==> src/rtl/core/disjoint_interval_set_assert.svh <==
// ---------------------------------------------------------------------------
// Disjoint interval set assertion macros
// Shorthand for clocked implication checks with active-low reset gating.
// ---------------------------------------------------------------------------
`ifndef DISJOINT_INTERVAL_SET_ASSERT_SVH
`define DISJOINT_INTERVAL_SET_ASSERT_SVH

// same-cycle implication
`define DIS_ASSERT_IMP(lbl, ck, rn, ante, cons, msg) \
  lbl: assert property (@(posedge ck) disable iff (!(rn)) (ante) |-> (cons)) else $error(msg);

// next-cycle implication
`define DIS_ASSERT_NXT(lbl, ck, rn, ante, cons, msg) \
  lbl: assert property (@(posedge ck) disable iff (!(rn)) (ante) |=> (cons)) else $error(msg);

`endif

==> src/rtl/core/dis_pkg.sv <==
// ---------------------------------------------------------------------------
// dis_pkg
// Shared types and constants of the disjoint interval set.
// ---------------------------------------------------------------------------
package dis_pkg;

  localparam int COORD_W = 32;
  localparam int WIDE_W  = COORD_W + 1;

  typedef logic [COORD_W-1:0] coord_t;
  typedef logic [WIDE_W-1:0]  wide_t;

  localparam logic [2:0] FN_INSERT = 3'd0;
  localparam logic [2:0] FN_ERASE  = 3'd1;
  localparam logic [2:0] FN_COVER  = 3'd2;
  localparam logic [2:0] FN_FREE   = 3'd3;
  localparam logic [2:0] FN_SAME   = 3'd4;

  typedef struct packed {
    coord_t s;
    coord_t e;
  } ivl_t;

  // up to two intervals produced in one step, slot 0 first
  typedef struct packed {
    logic v0;
    logic v1;
    ivl_t i0;
    ivl_t i1;
  } emit_t;

  typedef struct packed {
    logic [2:0] func;
    coord_t     lo;
    coord_t     hi;
  } req_t;

  // sweep findings handed to the controller
  typedef struct packed {
    coord_t l;
    coord_t r;
    wide_t  merged;
    wide_t  removed;
    logic   cov;
    ivl_t   cov_ivl;
    logic   ff_hit;
    coord_t ff_end;
    logic   same;
  } sweep_res_t;

endpackage

==> src/rtl/core/dis_sweep.sv <==
// ---------------------------------------------------------------------------
// dis_sweep
// Per-entry merge/split/lookup unit fed by the head of the cell chain.
// ---------------------------------------------------------------------------
module dis_sweep (
  input  logic                 clk,
  input  logic                 init,
  input  dis_pkg::req_t        init_req,
  input  dis_pkg::req_t        req,
  input  logic                 step_v,
  input  dis_pkg::ivl_t        cur,
  input  logic                 fin,
  output dis_pkg::emit_t       emit,
  output dis_pkg::sweep_res_t  res
);
  import dis_pkg::*;

  coord_t l_r, l_nxt, r_r, r_nxt;
  wide_t  merged_r, merged_nxt, removed_r, removed_nxt;
  logic   placed_r, placed_nxt;
  logic   cov_r, cov_nxt, ff_r, ff_nxt, same_r, same_nxt;
  ivl_t   cov_ivl_r, cov_ivl_nxt;
  coord_t ff_end_r, ff_end_nxt;

  wide_t  s_w, e_w, lo_w, hi_w, a_w, b_w;
  logic   has_lo, has_hi;

  assign s_w  = {1'b0, cur.s};
  assign e_w  = {1'b0, cur.e};
  assign lo_w = {1'b0, req.lo};
  assign hi_w = {1'b0, req.hi};
  assign a_w  = (cur.s > req.lo) ? s_w : lo_w;
  assign b_w  = (cur.e < req.hi) ? e_w : hi_w;
  assign has_lo = (cur.s <= req.lo) && (req.lo <= cur.e);
  assign has_hi = (cur.s <= req.hi) && (req.hi <= cur.e);

  always_comb begin
    emit        = '0;
    l_nxt       = l_r;
    r_nxt       = r_r;
    merged_nxt  = merged_r;
    removed_nxt = removed_r;
    placed_nxt  = placed_r;
    cov_nxt     = cov_r;
    cov_ivl_nxt = cov_ivl_r;
    ff_nxt      = ff_r;
    ff_end_nxt  = ff_end_r;
    same_nxt    = same_r;
    if (init) begin
      l_nxt       = init_req.lo;
      r_nxt       = init_req.hi;
      merged_nxt  = '0;
      removed_nxt = '0;
      placed_nxt  = 1'b0;
      cov_nxt     = 1'b0;
      ff_nxt      = 1'b0;
      same_nxt    = 1'b0;
    end else if (step_v) begin
      if (has_lo) begin
        ff_nxt     = 1'b1;
        ff_end_nxt = cur.e;
        if (req.hi <= cur.e) begin
          cov_nxt     = 1'b1;
          cov_ivl_nxt = cur;
        end
        if (has_hi) begin
          same_nxt = 1'b1;
        end
      end
      if (req.func == FN_INSERT) begin
        if (e_w + 1'b1 < lo_w) begin
          emit.v0 = 1'b1;
          emit.i0 = cur;
        end else if (s_w > hi_w + 1'b1) begin
          if (!placed_r) begin
            emit.v0    = 1'b1;
            emit.i0    = '{s: l_r, e: r_r};
            emit.v1    = 1'b1;
            emit.i1    = cur;
            placed_nxt = 1'b1;
          end else begin
            emit.v0 = 1'b1;
            emit.i0 = cur;
          end
        end else begin
          if (cur.s < l_r) l_nxt = cur.s;
          if (cur.e > r_r) r_nxt = cur.e;
          merged_nxt = merged_r + (e_w - s_w + 1'b1);
        end
      end else if (req.func == FN_ERASE) begin
        if (cur.e < req.lo || cur.s > req.hi) begin
          emit.v0 = 1'b1;
          emit.i0 = cur;
        end else begin
          removed_nxt = removed_r + (b_w - a_w + 1'b1);
          if (cur.s < req.lo) begin
            emit.v0 = 1'b1;
            emit.i0 = '{s: cur.s, e: req.lo - 1'b1};
            if (cur.e > req.hi) begin
              emit.v1 = 1'b1;
              emit.i1 = '{s: req.hi + 1'b1, e: cur.e};
            end
          end else if (cur.e > req.hi) begin
            emit.v0 = 1'b1;
            emit.i0 = '{s: req.hi + 1'b1, e: cur.e};
          end
        end
      end
    end else if (fin && req.func == FN_INSERT && !placed_r) begin
      emit.v0    = 1'b1;
      emit.i0    = '{s: l_r, e: r_r};
      placed_nxt = 1'b1;
    end
  end

  always_ff @(posedge clk) begin
    l_r       <= l_nxt;
    r_r       <= r_nxt;
    merged_r  <= merged_nxt;
    removed_r <= removed_nxt;
    placed_r  <= placed_nxt;
    cov_r     <= cov_nxt;
    cov_ivl_r <= cov_ivl_nxt;
    ff_r      <= ff_nxt;
    ff_end_r  <= ff_end_nxt;
    same_r    <= same_nxt;
  end

  assign res = '{l: l_r, r: r_r, merged: merged_r, removed: removed_r, cov: cov_r,
                 cov_ivl: cov_ivl_r, ff_hit: ff_r, ff_end: ff_end_r, same: same_r};

endmodule

==> config.mk <==
export PLATFORM = sky130hd
export DESIGN_NAME = dis_sweep
export DESIGN_NICKNAME = d
export VERILOG_FILES = /design/src/rtl/core/disjoint_interval_set_assert.svh /design/src/rtl/core/dis_pkg.sv /design/src/rtl/core/dis_sweep.sv
export SDC_FILE = /design/constraint.sdc
export NUM_CORES = 1
export LEC_CHECK = 0
export BUFFER_PORTS_ARGS = -buffer_cell sky130_fd_sc_hd__clkbuf_2
export CAP_MARGIN = 25
export CORE_MARGIN = 10
export CORE_UTILIZATION = 35
export CTS_CLUSTER_DIAMETER = 100
export CTS_CLUSTER_SIZE = 16
export DETAILED_ROUTE_END_ITERATION = 7
export PLACE_DENSITY_LB_ADDON = 0.3
export SLEW_MARGIN = 5
export SYNTH_ARGS = -nofsm -noshare
export SYNTH_HDL_FRONTEND = slang
export SYNTH_SLANG_ARGS = --single-unit
==> constraint.sdc <==
create_clock -name clk -period 7.86 [get_ports clk]
set_input_delay 1.179 -clock clk [delete_from_list [all_inputs] [get_ports clk]]
set_output_delay 1.179 -clock clk [all_outputs]
set_load 0.02 [all_outputs]
### Word-level counts from Yosys, hierarchy flattened

Cells that the tools add are included.

| cells by class | value |
|---|---|
| add/subtract/negate cells | 10 |
| order comparisons | 14 |
| equality and inequality tests | 6 |
| muxes and demuxes | 46 |
| bitwise operators | 5 |
| reductions and logical operators | 22 |

Operators by type and width:

| kind | count |
|---|---|
| $mux 64 | 12 |
| $mux 130 | 4 |
| $mux 32 | 14 |
| $gt 32x32->1 | 4 |
| $le 32x32->1 | 4 |
| $lt 32x32->1 | 4 |
| $add 32x1->33 const B | 2 |
| $add 33x1->33 const B | 2 |
| $add 33x33->33 | 2 |
| $sub 32x32->33 | 2 |
| $gt 32x33->1 | 1 |
| $lt 33x32->1 | 1 |
| $add 32x1->32 const B | 1 |
| $sub 32x1->32 const B | 1 |
| $mux 1 | 16 |
| $reduce_and 4->1 | 4 |
| $reduce_and 5->1 | 2 |
| $reduce_bool 2->1 | 5 |
| $reduce_and 3->1 | 3 |
| $ne 2x2->1 const B | 3 |
| $not 1->1 | 5 |
| $logic_and 1x1->1 | 4 |
| $ne 2x1->1 const B | 2 |
| $eq 3x1->1 const B | 1 |
| other kinds (4) | 4 |

| storage, ports and cells | value |
|---|---|
| register bits after elaboration | 230 |
| input port bits | 202 |
| logic and storage cells | 114 |

### Longest topological paths before layout

| depth | value |
|---|---|
| word-level depth | 8 |
| depth in mapped cells | 28 |

### Worst setup path before layout

Ideal clock, no wire load.

| timing path | value |
|---|---|
| kind | input to register |
| start | input req[0] (netlist name) |
| end | register l_r[0] (enable) |
| arrival time | 7727 ps |
| data required time | 7349 ps |
| path slack | -378 ps |
| stages on the path | 19 |
| path buffers | 1 |
| path through | ha_1 nand3_1 nor2_1 nand3_1 nor3_1 nand3_1 xnor2_1 inv_1 ha_1 a21o_1 a21o_1 a21o_1 nor3_1 o21ai_0 a211oi_1 o32a_1 nand2_1 clkbuf_1 o41ai_1 |

| between the ends | value |
|---|---|
| longest elaborated chain between the ends | 4 |

RTL lines:

| element | line | source |
|---|---|---|
| from (decl) | dis_sweep.sv:9 | `input dis_pkg::req_t req,` |
| $add 32x1->33 | dis_sweep.sv:74 | `end else if (s_w > hi_w + 1'b1) begin` |
| $gt 32x33->1 | dis_sweep.sv:74 |  |
| $ne 2x2->1 (no source line) | n/a |  |
| $reduce_and 5->1 (no source line) | n/a |  |
| to (signal assigned) | dis_sweep.sv:117 | `l_r <= l_nxt;` |
| to (decl) | dis_sweep.sv:18 | `coord_t l_r, l_nxt, r_r, r_nxt;` |

Every way passes these cells.
A chain may end at the register's enable or synchronous reset.

==> results.cfg <==
[run_status]
status = finished clean

[min_path]
hp-start = cov_r
whs_endpoint = cov_r
hp-class = register to register
hold_depth = 1

[route]
route.vias.total = 26080
drcViolationCount = 0
ant_nets = 0
vias_per_cell = 5.72
dr.first_iter.drc_count = 2693
wirelength_um = 129000
wire_per_inst_um = 28.3
drt_pass1_iterations = 7

[global_routing]
antenna_found_initial = 31
grt_max_degree = 67
grt.total_usage = 0.294
grt_pass1_vias = 24436
grt_overflow = 0
grt_pass1_wl_um = 179000

[synthesis]
ys.flop_type = edfxtp_1
synth_area_leaders = edfxtp_1, ha_1, dfxtp_1, fa_1, nand2_1
ys_ff_latch = 230
syn_nets = 3580
synth_edf_count = 160
synth_area_leader_cell = edfxtp_1
yosysSeqAreaShare = 0.247
ys_async_sr_fraction = 0
synth_area_per_cell_um2 = 8.41
syn_area_um2 = 25100
yosysTopAreaCellShare = 0.191
synth_most_common_cell = nand2_1
synthTopCellsByCount = nand2_1, ha_1, inv_1
syn-instance-count = 2990
synth_cell_type_count = 76
ys_warn_count = 0

[clocking]
clk_path_buf_depth = 3
ctsHoldBuffers = 0
clk_root_buffer_cell = clkbuf_16
cts_buffers = 22
cts_sinks = 230
clk_pin_slew_ns = 0.08
cts_setup_buffers = 0
postCtsResizedCells = 0
cts_max_level = 1
cts_tree = yes
clkLatencyLatePin_ns = 0.58

[finish]
ff_latch_area_um2 = 6210
finalNonFillerCells = 4562
drive_gt1_frac = 0.223
nets = 4168
multi_input_area_um2 = 17300
area_delta_synth_final_pct = 21.5
fill_cells = 7446

[setup_path]
crit_type = primary input to output port
timing.rr.start = merged_r[2]
cp_top_family = simple AND/OR/NAND/NOR gates
cpMostUsedCell = a21o_1
cp.required_ns = 6.68
end_kind = output port
r2r_setup_slack_ns = 3.71
worstSetupStartpointType = primary input
cpMaxStageDelayCell = a211oi_1
worst-path-buf-inv = 4
crit_path_cell_trace = clkbuf_2 -> ha_1 -> and2_1 -> nand4_1 -> nor2_1 -> and3_1 -> nand2_1 -> xnor2_1 -> ha_1 -> a21o_1 -> a21o_1 -> a21o_1 -> a41o_1 -> nand4_1 -> a211oi_1 -> nor3_1 -> nor3_1 -> and3b_1 -> buf_4 -> buf_4 -> nand2_1 -> a21oi_1 -> clkbuf_2
worstPathMaxFanout = 21
worstPathArrival_ns = 6.15
max_stage_delay_ns = 0.50
r2r-end = merged_r[32]
reg2reg_depth = 15

[floorplan]
num_rows = 98
die_x_um = 288
die_height_um = 288
die-area_um2 = 83000
initial_core_util = 0.352
core_um2 = 71400
io_pins = 561

[power]
pwr-share-clk = 0.257
p_leak_nw = 14.9
p_comb_frac = 0.427
ir_drop_mv = 0.149
internal_power_mw = 2.62
power_frac_seq = 0.316
p_switching_mw = 1.80
power_mw = 4.42
swShare = 0.407
power_density_nw_per_um2 = 145

[place]
place_congestion = 1.05
portBuffers = 557
hpwl_um = 106000
dp.cells = 4504

[sta]
slew_headroom = 0.280
tightest_slew_ns = 1.08
clock-skew-final_ns = 0.0326
period_minus_slack_ns = 7.33
period_share = 0.933
grt_setup_unrepaired = no
tns_ns = 0
finalSetupViolCount = 0
maxSlewViolCount = 0
fmax_ghz = 0.136
hold_viol_final = 0

[flow_run]
drv_cap = 0
[sequential cells by signal (all words and copies together), names as in the netlist, 32 cells and up]
name,flops
ff_end_r,32
merged_r,33
l_r,32
removed_r,33
r_r,32
res,64
[kinds of logic after synthesis]
| logic type | count (synthesis) | share of synthesized area |
|---|---|---|
| buffers and inverters | 438 | 0.0667 |
| DFF | 230 | 0.247 |
| muxes | 131 | 0.0541 |
| AOI/OAI and AO/OA | 781 | 0.205 |
| and+or+nand+nor | 903 | 0.173 |
| xor gates and xnor gates | 119 | 0.0414 |
| adders and majority gates | 388 | 0.212 |
[how the worst max path moves through the flow]
stage / start / end / slack [ns] / cells after the start
finish: cur[0] / emit[44] / 0.53 / 23
global route: cur[0] / emit[44] / 0.24 / 23
CTS: cur[0] / emit[44] / 0.60 / 23
detailed placement: cur[49] / removed_r[32] / 0.45 / 29
global placement: cur[49] / removed_r[32] / 0.53 / 27
floorplan: req[0] / r_r[0] / 0.29 / 22
[per-layer routing]
metal	GRT usage	routed length (µm)
met4	0.147	6900
met1	0.365	50500
met2	0.463	57700
met5	0	191
met3	0.0803	13600
[power groups by stage]
| stage | clock, mW | sequential (mW) | combinational [mW] |
|---|---|---|---|
| 2_1_floorplan | 0 | 1.46 | 1.12 |
| 3_3_place_gp | 0 | 1.42 | 1.83 |
| 3_5_place_dp | 0 | 1.42 | 1.84 |
| 4_1_cts | 1.16 | 1.39 | 1.85 |
| 5_1_grt | 1.20 | 1.40 | 2.04 |
| 6_report | 1.14 | 1.40 | 1.88 |
[area by class of cell]
type | instances | area share
Multi-Input combinational cell | 2322 | 0.568
Clock buffer | 31 | 0.0203
Sequential cell | 230 | 0.203
Clock inverter | 9 | 0.00291
Inverter | 304 | 0.0374
Timing Repair Buffer | 698 | 0.128
Tap cell | 950 | 0.0389
Antenna cell | 18 | 0.00147
[per-stage QoR]
step                area (µm²)   util  worst slack (ns)  hold slack (ns)
global route             30500  0.428             0.243            0.487
global placement         29800  0.417             0.534            0.434
finish                   30500  0.428             0.526            0.461
floorplan                25200      -             0.289            0.428
CTS                      30500  0.427             0.596            0.464
detailed placement       29800  0.417             0.450            0.444
[cells in the final DEF (no fill, tap or decap), types with 11 or more instances in the layout]
cell         n
and2_1      46
a211oi_1    61
inv_1      303
nor2_1     159
mux2i_1     92
clkbuf_16   23
a32oi_1     12
a31oi_1     19
a22oi_1     13
o311a_1     47
nor4_1      19
xnor2_1    108
diode_2     18
edfxtp_1   160
clkbuf_2   556
buf_4      136
nor2b_1     32
nand4_1     56
o21ai_0    175
dfxtp_1     70
mux2_2      39
ha_1       324
nand3_1     63
a21oi_1    185
fa_1        64
xor2_1      11
o21a_1      48
a21o_1     122
and3_1      48
o211ai_1    12
nand2_1    334
nor3_1      45
or3_1       20
nand2b_1    39
No activity file was read; power rests on OpenSTA's default activity.
