--- src/rtl/core/disjoint_interval_set_assert.svh ---
// ---------------------------------------------------------------------------
// Disjoint interval set assertion macros
// Shorthand for clocked implication checks with active-low reset gating.
// ---------------------------------------------------------------------------
`ifndef DISJOINT_INTERVAL_SET_ASSERT_SVH
`define DISJOINT_INTERVAL_SET_ASSERT_SVH

// same-cycle implication
`define DIS_ASSERT_IMP(lbl, ck, rn, ante, cons, msg) \
  lbl: assert property (@(posedge ck) disable iff (!(rn)) (ante) |-> (cons)) else $error(msg);

// next-cycle implication
`define DIS_ASSERT_NXT(lbl, ck, rn, ante, cons, msg) \
  lbl: assert property (@(posedge ck) disable iff (!(rn)) (ante) |=> (cons)) else $error(msg);

`endif

--- src/rtl/core/dis_pkg.sv ---
// ---------------------------------------------------------------------------
// dis_pkg
// Shared types and constants of the disjoint interval set.
// ---------------------------------------------------------------------------
package dis_pkg;

  localparam int COORD_W = 32;
  localparam int WIDE_W  = COORD_W + 1;

  typedef logic [COORD_W-1:0] coord_t;
  typedef logic [WIDE_W-1:0]  wide_t;

  localparam logic [2:0] FN_INSERT = 3'd0;
  localparam logic [2:0] FN_ERASE  = 3'd1;
  localparam logic [2:0] FN_COVER  = 3'd2;
  localparam logic [2:0] FN_FREE   = 3'd3;
  localparam logic [2:0] FN_SAME   = 3'd4;

  typedef struct packed {
    coord_t s;
    coord_t e;
  } ivl_t;

  // up to two intervals produced in one step, slot 0 first
  typedef struct packed {
    logic v0;
    logic v1;
    ivl_t i0;
    ivl_t i1;
  } emit_t;

  typedef struct packed {
    logic [2:0] func;
    coord_t     lo;
    coord_t     hi;
  } req_t;

  // sweep findings handed to the controller
  typedef struct packed {
    coord_t l;
    coord_t r;
    wide_t  merged;
    wide_t  removed;
    logic   cov;
    ivl_t   cov_ivl;
    logic   ff_hit;
    coord_t ff_end;
    logic   same;
  } sweep_res_t;

endpackage

--- src/rtl/core/dis_cell.sv ---
// ---------------------------------------------------------------------------
// dis_cell
// One table slot plus one rebuild slot; table slot rotates to its neighbor.
// ---------------------------------------------------------------------------
module dis_cell #(
  parameter int IDX = 0,
  parameter int KW  = 8
) (
  input  logic           clk,
  input  logic           rot_en,
  input  dis_pkg::ivl_t  nbr_in,
  output dis_pkg::ivl_t  tbl_out,
  input  dis_pkg::emit_t emit,
  input  logic [KW-1:0]  wr_k,
  input  logic           commit
);
  import dis_pkg::*;

  localparam logic [KW-1:0] MY_IDX = KW'(IDX);

  ivl_t tbl_r, tbl_nxt;
  ivl_t bld_r, bld_nxt;

  always_comb begin
    tbl_nxt = tbl_r;
    if (commit) begin
      tbl_nxt = bld_r;
    end else if (rot_en) begin
      tbl_nxt = nbr_in;
    end
  end

  // rebuild slot takes the emission aimed at its position
  always_comb begin
    bld_nxt = bld_r;
    if (emit.v0 && wr_k == MY_IDX) begin
      bld_nxt = emit.i0;
    end else if (emit.v1 && (wr_k + 1'b1) == MY_IDX) begin
      bld_nxt = emit.i1;
    end
  end

  always_ff @(posedge clk) begin
    tbl_r <= tbl_nxt;
    bld_r <= bld_nxt;
  end

  assign tbl_out = tbl_r;

endmodule

--- config.mk ---
export PLATFORM = sky130hd
export DESIGN_NAME = dis_cell
export DESIGN_NICKNAME = d
export VERILOG_FILES = /design/src/rtl/core/disjoint_interval_set_assert.svh /design/src/rtl/core/dis_pkg.sv /design/src/rtl/core/dis_cell.sv
export SDC_FILE = /design/constraint.sdc
export NUM_CORES = 1
export LEC_CHECK = 0
export ABC_CLOCK_PERIOD_IN_PS = 10500
export BUFFER_PORTS_ARGS = -buffer_cell sky130_fd_sc_hd__buf_2
export CAP_MARGIN = 40
export CORE_MARGIN = 2
export CORE_UTILIZATION = 36
export DETAILED_ROUTE_END_ITERATION = 7
export REMOVE_ABC_BUFFERS = 1
export SLEW_MARGIN = 20
export SYNTH_ARGS = -nofsm -noshare
export SYNTH_HDL_FRONTEND = slang
export SYNTH_SLANG_ARGS = --single-unit
--- constraint.sdc ---
create_clock -name clk -period 10.5 [get_ports clk]
set_input_delay 2.1 -clock clk [delete_from_list [all_inputs] [get_ports clk]]
set_output_delay 2.1 -clock clk [all_outputs]
set_load 0.01 [all_outputs]
======== Word level (Yosys, flattened, before mapping) ========
Cells that the tools add are included.
storage, ports and cells
  register bits after elaboration ......... 128
  bits of input ports ..................... 205
  output and inout port bits .............. 64
  word-level logic and storage cells ...... 15
operators by class
  add/sub/neg operators ................... 1
  mux-type cells .......................... 4
  reductions and logical operators ........ 6
operators with widths
  cell                                          number
  2-to-1 mux 64 bit                             4
  zero test 8 bit                               2
  adder 8 x 1 -> 8 bit (second input constant)  1
  nonzero test 2 bit                            2
  logical AND 1 bit                             2

======== Depth between registers and ports, before layout ========
Gate-level depths: netlist of the first run.
  depth after elaboration ................. 5
  mapped depth ............................ 5

======== Least setup slack after synthesis of the first run ========
No wires, ideal clock.
  kind .................................... input port to flip-flop
  start point ............................. input emit[128] (netlist name)
  end point ............................... register bld_r[0] (netlist name) (enable)
  setup time .............................. 0.580 ns
  arrival time ............................ 6.954 ns
  required time ........................... 9.920 ns
  slack ................................... 2.966 ns
  cell stages on the path ................. 2
  cells stage by stage .................... nand4_1 > o31ai_1
between the ends
  word-level cells in the longest chain between the ends .. 2
RTL lines
  what                                 RTL line        text
  start: declaration                   dis_cell.sv:13  input dis_pkg::emit_t emit,
  logical AND 1 bit                    dis_cell.sv:38  end else if (emit.v1 && (wr_k + 1'b1) == MY_IDX) begin
  nonzero test 2 bit (no source line)  --
  end signal: assignment               dis_cell.sv:45  bld_r <= bld_nxt;
  end: declaration                     dis_cell.sv:22  ivl_t bld_r, bld_nxt;
Every way passes these cells.
A chain may end at the register's enable or synchronous reset.

======== Worst setup path in the final report of the first run ========
  start point ............................. input wr_k[3]
  end point ............................... register bld_r[61] (netlist name) (enable)
between the ends
  word-level cells in the longest chain between the ends .. 4
RTL lines
  what                                     RTL line        text
  start: declaration                       dis_cell.sv:14  input logic [KW-1:0] wr_k,
  adder 8 x 1 -> 8 bit                     dis_cell.sv:38
  zero test 8 bit                          dis_cell.sv:38
  logical AND 1 bit                        dis_cell.sv:38
  nonzero test 2 bit (no source line) (*)  --
Every way passes the cells marked *; elsewhere a longest branch is shown, timed or not.

==> results of run 1 <==
-- stage by stage --
step,worst slack [ns],area (um2)
final,6.78,7740
after global routing,6.62,7740
after CTS,6.68,7700
after detailed placement,6.26,7160
after global placement,6.31,7140
after floorplan,0.0623,5520
-- final timing paths --
kind | startpoint | endpoint | slack (ns) | cells after the start
max | wr_k[3] | bld_r[61] | 6.78 | 7
min | bld_r[25] | tbl_out[25] | 0.54 | 1
max reg2reg | bld_r[43] | tbl_out[43] | 9.58 | 1
min reg2reg | bld_r[25] | tbl_out[25] | 0.54 | 1
-- synthesized netlist by cell type --
library cell  instances
edfxtp_1            128
buf_4                 1
nand3_1               1
clkbuf_1              2
mux2_4               49
o31ai_1               1
nand4_1               1
buf_6                 5
buf_2                 6
mux2_2               79
nor3_1                1
nand4b_1              1
nor4_1                1
nand2_1               1
or2_2                 1
-- sequential cells by signal, indices dropped and copies added, names as in the netlist --
name and flops:
tbl_out 64, bld_r 64
-- logic make-up after synthesis --
kind of cell / after synthesis / synth area share, %
AO/OA/AOI/OAI: 1 / 0.134
buffers and inverters: 14 / 1.80
flip-flops: 128 / 68.4
multiplexers: 128 / 28.9
AND/OR/NAND/NOR: 7 / 0.735
-- final cells by class --
type | count | area (um2) | share of cell area (%)
clock buffer | 22 | 444 | 5.74
sequential | 128 | 3840 | 49.7
tap | 188 | 235 | 3.04
multi-input combinational | 136 | 1690 | 21.9
timing repair buffer | 275 | 1430 | 18.5
clock inverter | 8 | 91.3 | 1.18
-- per-layer routing --
layer | track usage [%] | wire, um | vias up
met3 | 5.53 | 1020 | 18
met1 | 17.1 | 5030 | 1630
met5 | 0 | 0 | -
met2 | 24.9 | 6130 | 164
met4 | 6.27 | 210 | 0
li1 | - | - | 1666
-- placed cells by master (no fill, tap or decap) --
master      instances
nor4_1              1
clkinv_1            3
or2_4               1
buf_2             268
nor3_1              1
buf_4               4
nand2_1             1
clkbuf_1            5
buf_12              3
edfxtp_1          128
mux2_4             49
bufinv_16           2
o31ai_4             1
nand4_1             1
nand3_1             1
nand4b_1            1
mux2_2             79
clkbuf_16          17
clkinvlp_4          2
clkinv_2            1
-- power by group --
group	total (uW)	switching, uW	internal (uW)
logic	116	47.5	68.4
registers	590	4.92	585
clock network	541	198	343
==> impl_metrics.json, run 1 <==
{
  "overflow": 0,
  "netlist.area_leader.share_pct": 68.4,
  "cp-end-kind": "register",
  "ys_seq_elements": 128,
  "cts_tree": "built",
  "grt_pass1_vias": 3656,
  "clk_pin_slew_ns": 0.06,
  "drv_slew": 0,
  "cts_buffers": 17,
  "yosysWarnings": 0,
  "routed_via_density": 4.59,
  "wirelength_mm": 12.4,
  "cp_top_family": "buffers and inverters",
  "setup_violations": 0,
  "postRouteAntennaNets": 0,
  "path_cells": "buf_2 > nor4_1 > nand4b_1 > buf_4 > o31ai_4 > buf_4 > buf_12",
  "period_share_pct": 35.5,
  "crit_top_cell": "buf_4",
  "yosys.area.top_type": "edfxtp_1",
  "seq_area_frac_synth_pct": 68.4,
  "worst_path_max_delay_cell": "buf_4",
  "arrival_ns": 3.82,
  "dp_cells": 725,
  "cts_setup_buffers": 0,
  "coreArea_um2": 15200,
  "root_buffer": "clkbuf_16",
  "antenna_found_initial": 0,
  "num_rows": 45,
  "critPathMaxFanout": 34,
  "final_util_pct": 50.9,
  "slowest_delay_ns": 0.44,
  "hold_viol": 0,
  "htree_levels": 4,
  "drive_above_1_share_pct": 75.0,
  "die_h_um": 129,
  "syn_area_um2": 5620,
  "nets": 763,
  "drt_iter0_drc": 171,
  "max-slew-margin-rel_pct": 61.2,
  "vdd_drop_max_mv": 0.0963,
  "grt_max_degree": 66,
  "finalNonFillerCells": 757,
  "vias": 3478,
  "syn_avg_cell_area_um2": 20.2,
  "ioPinCount": 269,
  "rsz0062_at_grt": "false",
  "hold_class": "register to register",
  "port_buffers": 268,
  "fill_cells": 1290,
  "cts_buffer_depth": 2,
  "gp_congestion": 0.723,
  "ctsResizeCount": 0,
  "synthCells": 278,
  "grt_pass1_wl_mm": 18.1,
  "dp_hpwl_mm": 8.67,
  "fin_tns_setup_ns": 0,
  "timing.final.crit_period_ns": 3.72,
  "drc": 0,
  "die_w_um": 129,
  "fmax_ghz": 0.269,
  "skew_ns": 0.00983,
  "die-area_um2": 16600,
  "yosys-top-cells-area": "edfxtp_1, mux2_2, mux2_4, buf_6, buf_2",
  "crit_type": "input port to register",
  "syn2layout_area_growth_pct": 37.7,
  "clk_latency_ns": 0.41,
  "cts_sinks": 128,
  "start_kind": "input port",
  "start_util_pct": 37.0,
  "status": "finished, final reports clean",
  "tightest_slew_ns": 0.581,
  "drv_cap": 0,
  "wire_per_inst_um": 16.4,
  "hold_ws_ns": 0.539,
  "powerDensity_nw_per_um2": 161,
  "cp.required_ns": 10.59,
  "drtPass1Iterations": 4,
  "track_usage_pct": 14.8,
  "power_uw": 1250,
  "ys_types": 15,
  "power.leakage_uw": 0.00338,
  "critPathBufInv": 4,
  "ctsHoldBuffers": 0,
  "num_antenna_cells": 0
}
Note: power is estimated with default switching activity, not from simulation.
==> run 2: changes to the inputs <==
ABC_AREA = 1   (was unset)
ABC_CLOCK_PERIOD_IN_PS = 3100   (was 10500)
PLACE_DENSITY = 0.66   (was unset)
clock period = 3.1 ns   (was 10.5 ns; I/O delays follow)
==> impl_metrics.json, run 2 <==
{
  "status": "finished, final reports clean",
  "skew_ns": 0.00613,
  "drtPass1Iterations": 4,
  "num_rows": 48,
  "synth_edf_count": 128,
  "die_h_um": 137,
  "crit_top_cell": "nand2_1",
  "arrival_ns": 1.91,
  "cp_top_family": "buffers and inverters",
  "clk_latency_ns": 0.41,
  "yosys-top-cells-area": "edfxtp_1, nand2_1, o21bai_1, inv_1, nand3_1",
  "final_cell_mix": "buf_2, nand2_1, edfxtp_1",
  "finalNonFillerCells": 1135,
  "drv_cap": 0,
  "ctsHoldBuffers": 0,
  "clk_pin_slew_ns": 0.06,
  "ys_types": 19,
  "ys_seq_elements": 128,
  "fmax_ghz": 0.612,
  "max-slew-margin-rel_pct": 49.6,
  "grt_pass1_wl_mm": 25.7,
  "timing.final.crit_period_ns": 1.63,
  "antenna_found_initial": 2,
  "ioPinCount": 269,
  "netlist.area_leader.share_pct": 60.8,
  "postRouteAntennaNets": 0,
  "syn_area_um2": 6330,
  "critPathMaxFanout": 35,
  "cts_buffer_depth": 2,
  "period_share_pct": 52.7,
  "powerDensity_nw_per_um2": 533,
  "cp-end-kind": "register",
  "tightest_slew_ns": 0.756,
  "layout_commonest_cell": "buf_2",
  "track_usage_pct": 18.2,
  "grt_max_degree": 65,
  "syn2layout_area_growth_pct": 33.7,
  "synthCells": 634,
  "synth_common_cells": "nand2_1, edfxtp_1, inv_1",
  "reg2reg_depth": 2,
  "routed_via_density": 4.58,
  "coreArea_um2": 17200,
  "root_buffer": "clkbuf_16",
  "power.leakage_uw": 0.00400,
  "dp_cells": 1098,
  "cts_setup_buffers": 0,
  "die_w_um": 137,
  "htree_levels": 4,
  "nets": 1099,
  "hold_class": "input port to register",
  "rsz0062_at_grt": "false",
  "hold_viol": 0,
  "power_uw": 4500,
  "drv_slew": 0,
  "cts_sinks": 128,
  "vdd_drop_max_mv": 0.369,
  "critPathBufInv": 3,
  "yosysWarnings": 0,
  "cp.required_ns": 3.38,
  "die-area_um2": 18600,
  "ys.flop_type": "edfxtp_1",
  "dp_hpwl_mm": 11.2,
  "start_kind": "input port",
  "placed_area_um2": 7810,
  "port_buffers": 268,
  "gp_congestion": 0.787,
  "wire_per_inst_um": 14.8,
  "whs_path_depth": 3,
  "drc": 0,
  "fin_area_um2": 8460,
  "crit_type": "input port to register",
  "ctsResizeCount": 0,
  "drive_above_1_share_pct": 37.4,
  "path_cells": "buf_2 > nor2_2 > nand2_1 > nor2_4 > buf_4 > buf_12 > nand3_1 > nand2_1",
  "yosys.area.top_type": "edfxtp_1",
  "start_util_pct": 36.7,
  "overflow": 0,
  "cts_buffers": 17,
  "cts_tree": "built",
  "async_reset_ff_share_pct": 0,
  "grt_pass1_vias": 5154,
  "drt_iter0_drc": 286,
  "fill_cells": 1629,
  "seq_area_frac_synth_pct": 60.8,
  "path_depth": 8,
  "wirelength_mm": 16.8,
  "synth_most_common_cell": "nand2_1",
  "slowest_delay_ns": 0.36,
  "vias": 5201,
  "syn_avg_cell_area_um2": 9.98,
  "worst_path_max_delay_cell": "buf_4",
  "setup_violations": 0
}
==> run 2: cell count changes in the layout (fill, tap and decap cells not counted), sizes merged, moves of 2 or more <==
cell,previous run,this run
nand3,1,65
diode,0,3
inv,0,68
clkbuf,22,18
clkinv,4,9
buf,275,281
o21bai,0,64
nor2,0,5
nand2,1,260
mux2,128,0
bufinv,2,4
==> run 2: final cells by class <==
class                      count  area [um2]  area share (%)
sequential                   128        3840            45.4
multi-input combinational    398        1960            23.2
timing repair buffer         281        1510            17.8
clock buffer                  18         429            5.07
tap                          225         282            3.33
inverter                      68         255            3.02
clock inverter                14         171            2.03
antenna                        3        7.51          0.0888
==> run 2: layer usage <==
layer	wire length (um)	up-vias	share of wire [%]	track usage (%)
li1	-	2595	-	-
met2	8510	175	51	31.9
met5	0	-	0	0
met3	1060	22	6.3	4.33
met4	358	0	2.1	7.47
met1	6900	2409	41	21.5
==> run 2: report_power, final <==
group / internal, uW / switching [uW]
Clock: 1330 / 725
Combinational: 204 / 245
Sequential: 1990 / 15.8
==> run 2: worst register-to-register path, stage by stage (launching register included) <==
cell and delay (ns):
edfxtp_1 0.40, nand2_1 0.09, nand2_1 0.05
==> run 2: logic make-up after synthesis <==
| group | count (synthesis) | synth area share, % |
|---|---|---|
| compound gates | 65 | 7.67 |
| buf+inv | 108 | 8.58 |
| flops | 128 | 60.8 |
| simple gates | 333 | 23.0 |
==> run 2: through the flow <==
stage / hold slack (ns) / util (%) / setup WS (ns) / TNS [ns]
2_1_floorplan: 0.489 / - / -3.00 / -216.29
3_3_place_gp: 0.497 / 45.2 / 0.671 / 0
3_5_place_dp: 0.498 / 45.3 / 0.932 / 0
4_1_cts: 0.449 / 48.8 / 1.36 / 0
5_1_grt: 0.457 / 49.1 / 1.37 / 0
6_report: 0.467 / 49.1 / 1.47 / 0
==> run 2: worst paths after layout <==
path              start  slack, ns     endpoint
min          nbr_in[15]       0.47  tbl_out[15]
min reg2reg   bld_r[36]       0.51  tbl_out[36]
max             wr_k[4]       1.47    bld_r[45]
max reg2reg    bld_r[5]       2.31   tbl_out[5]
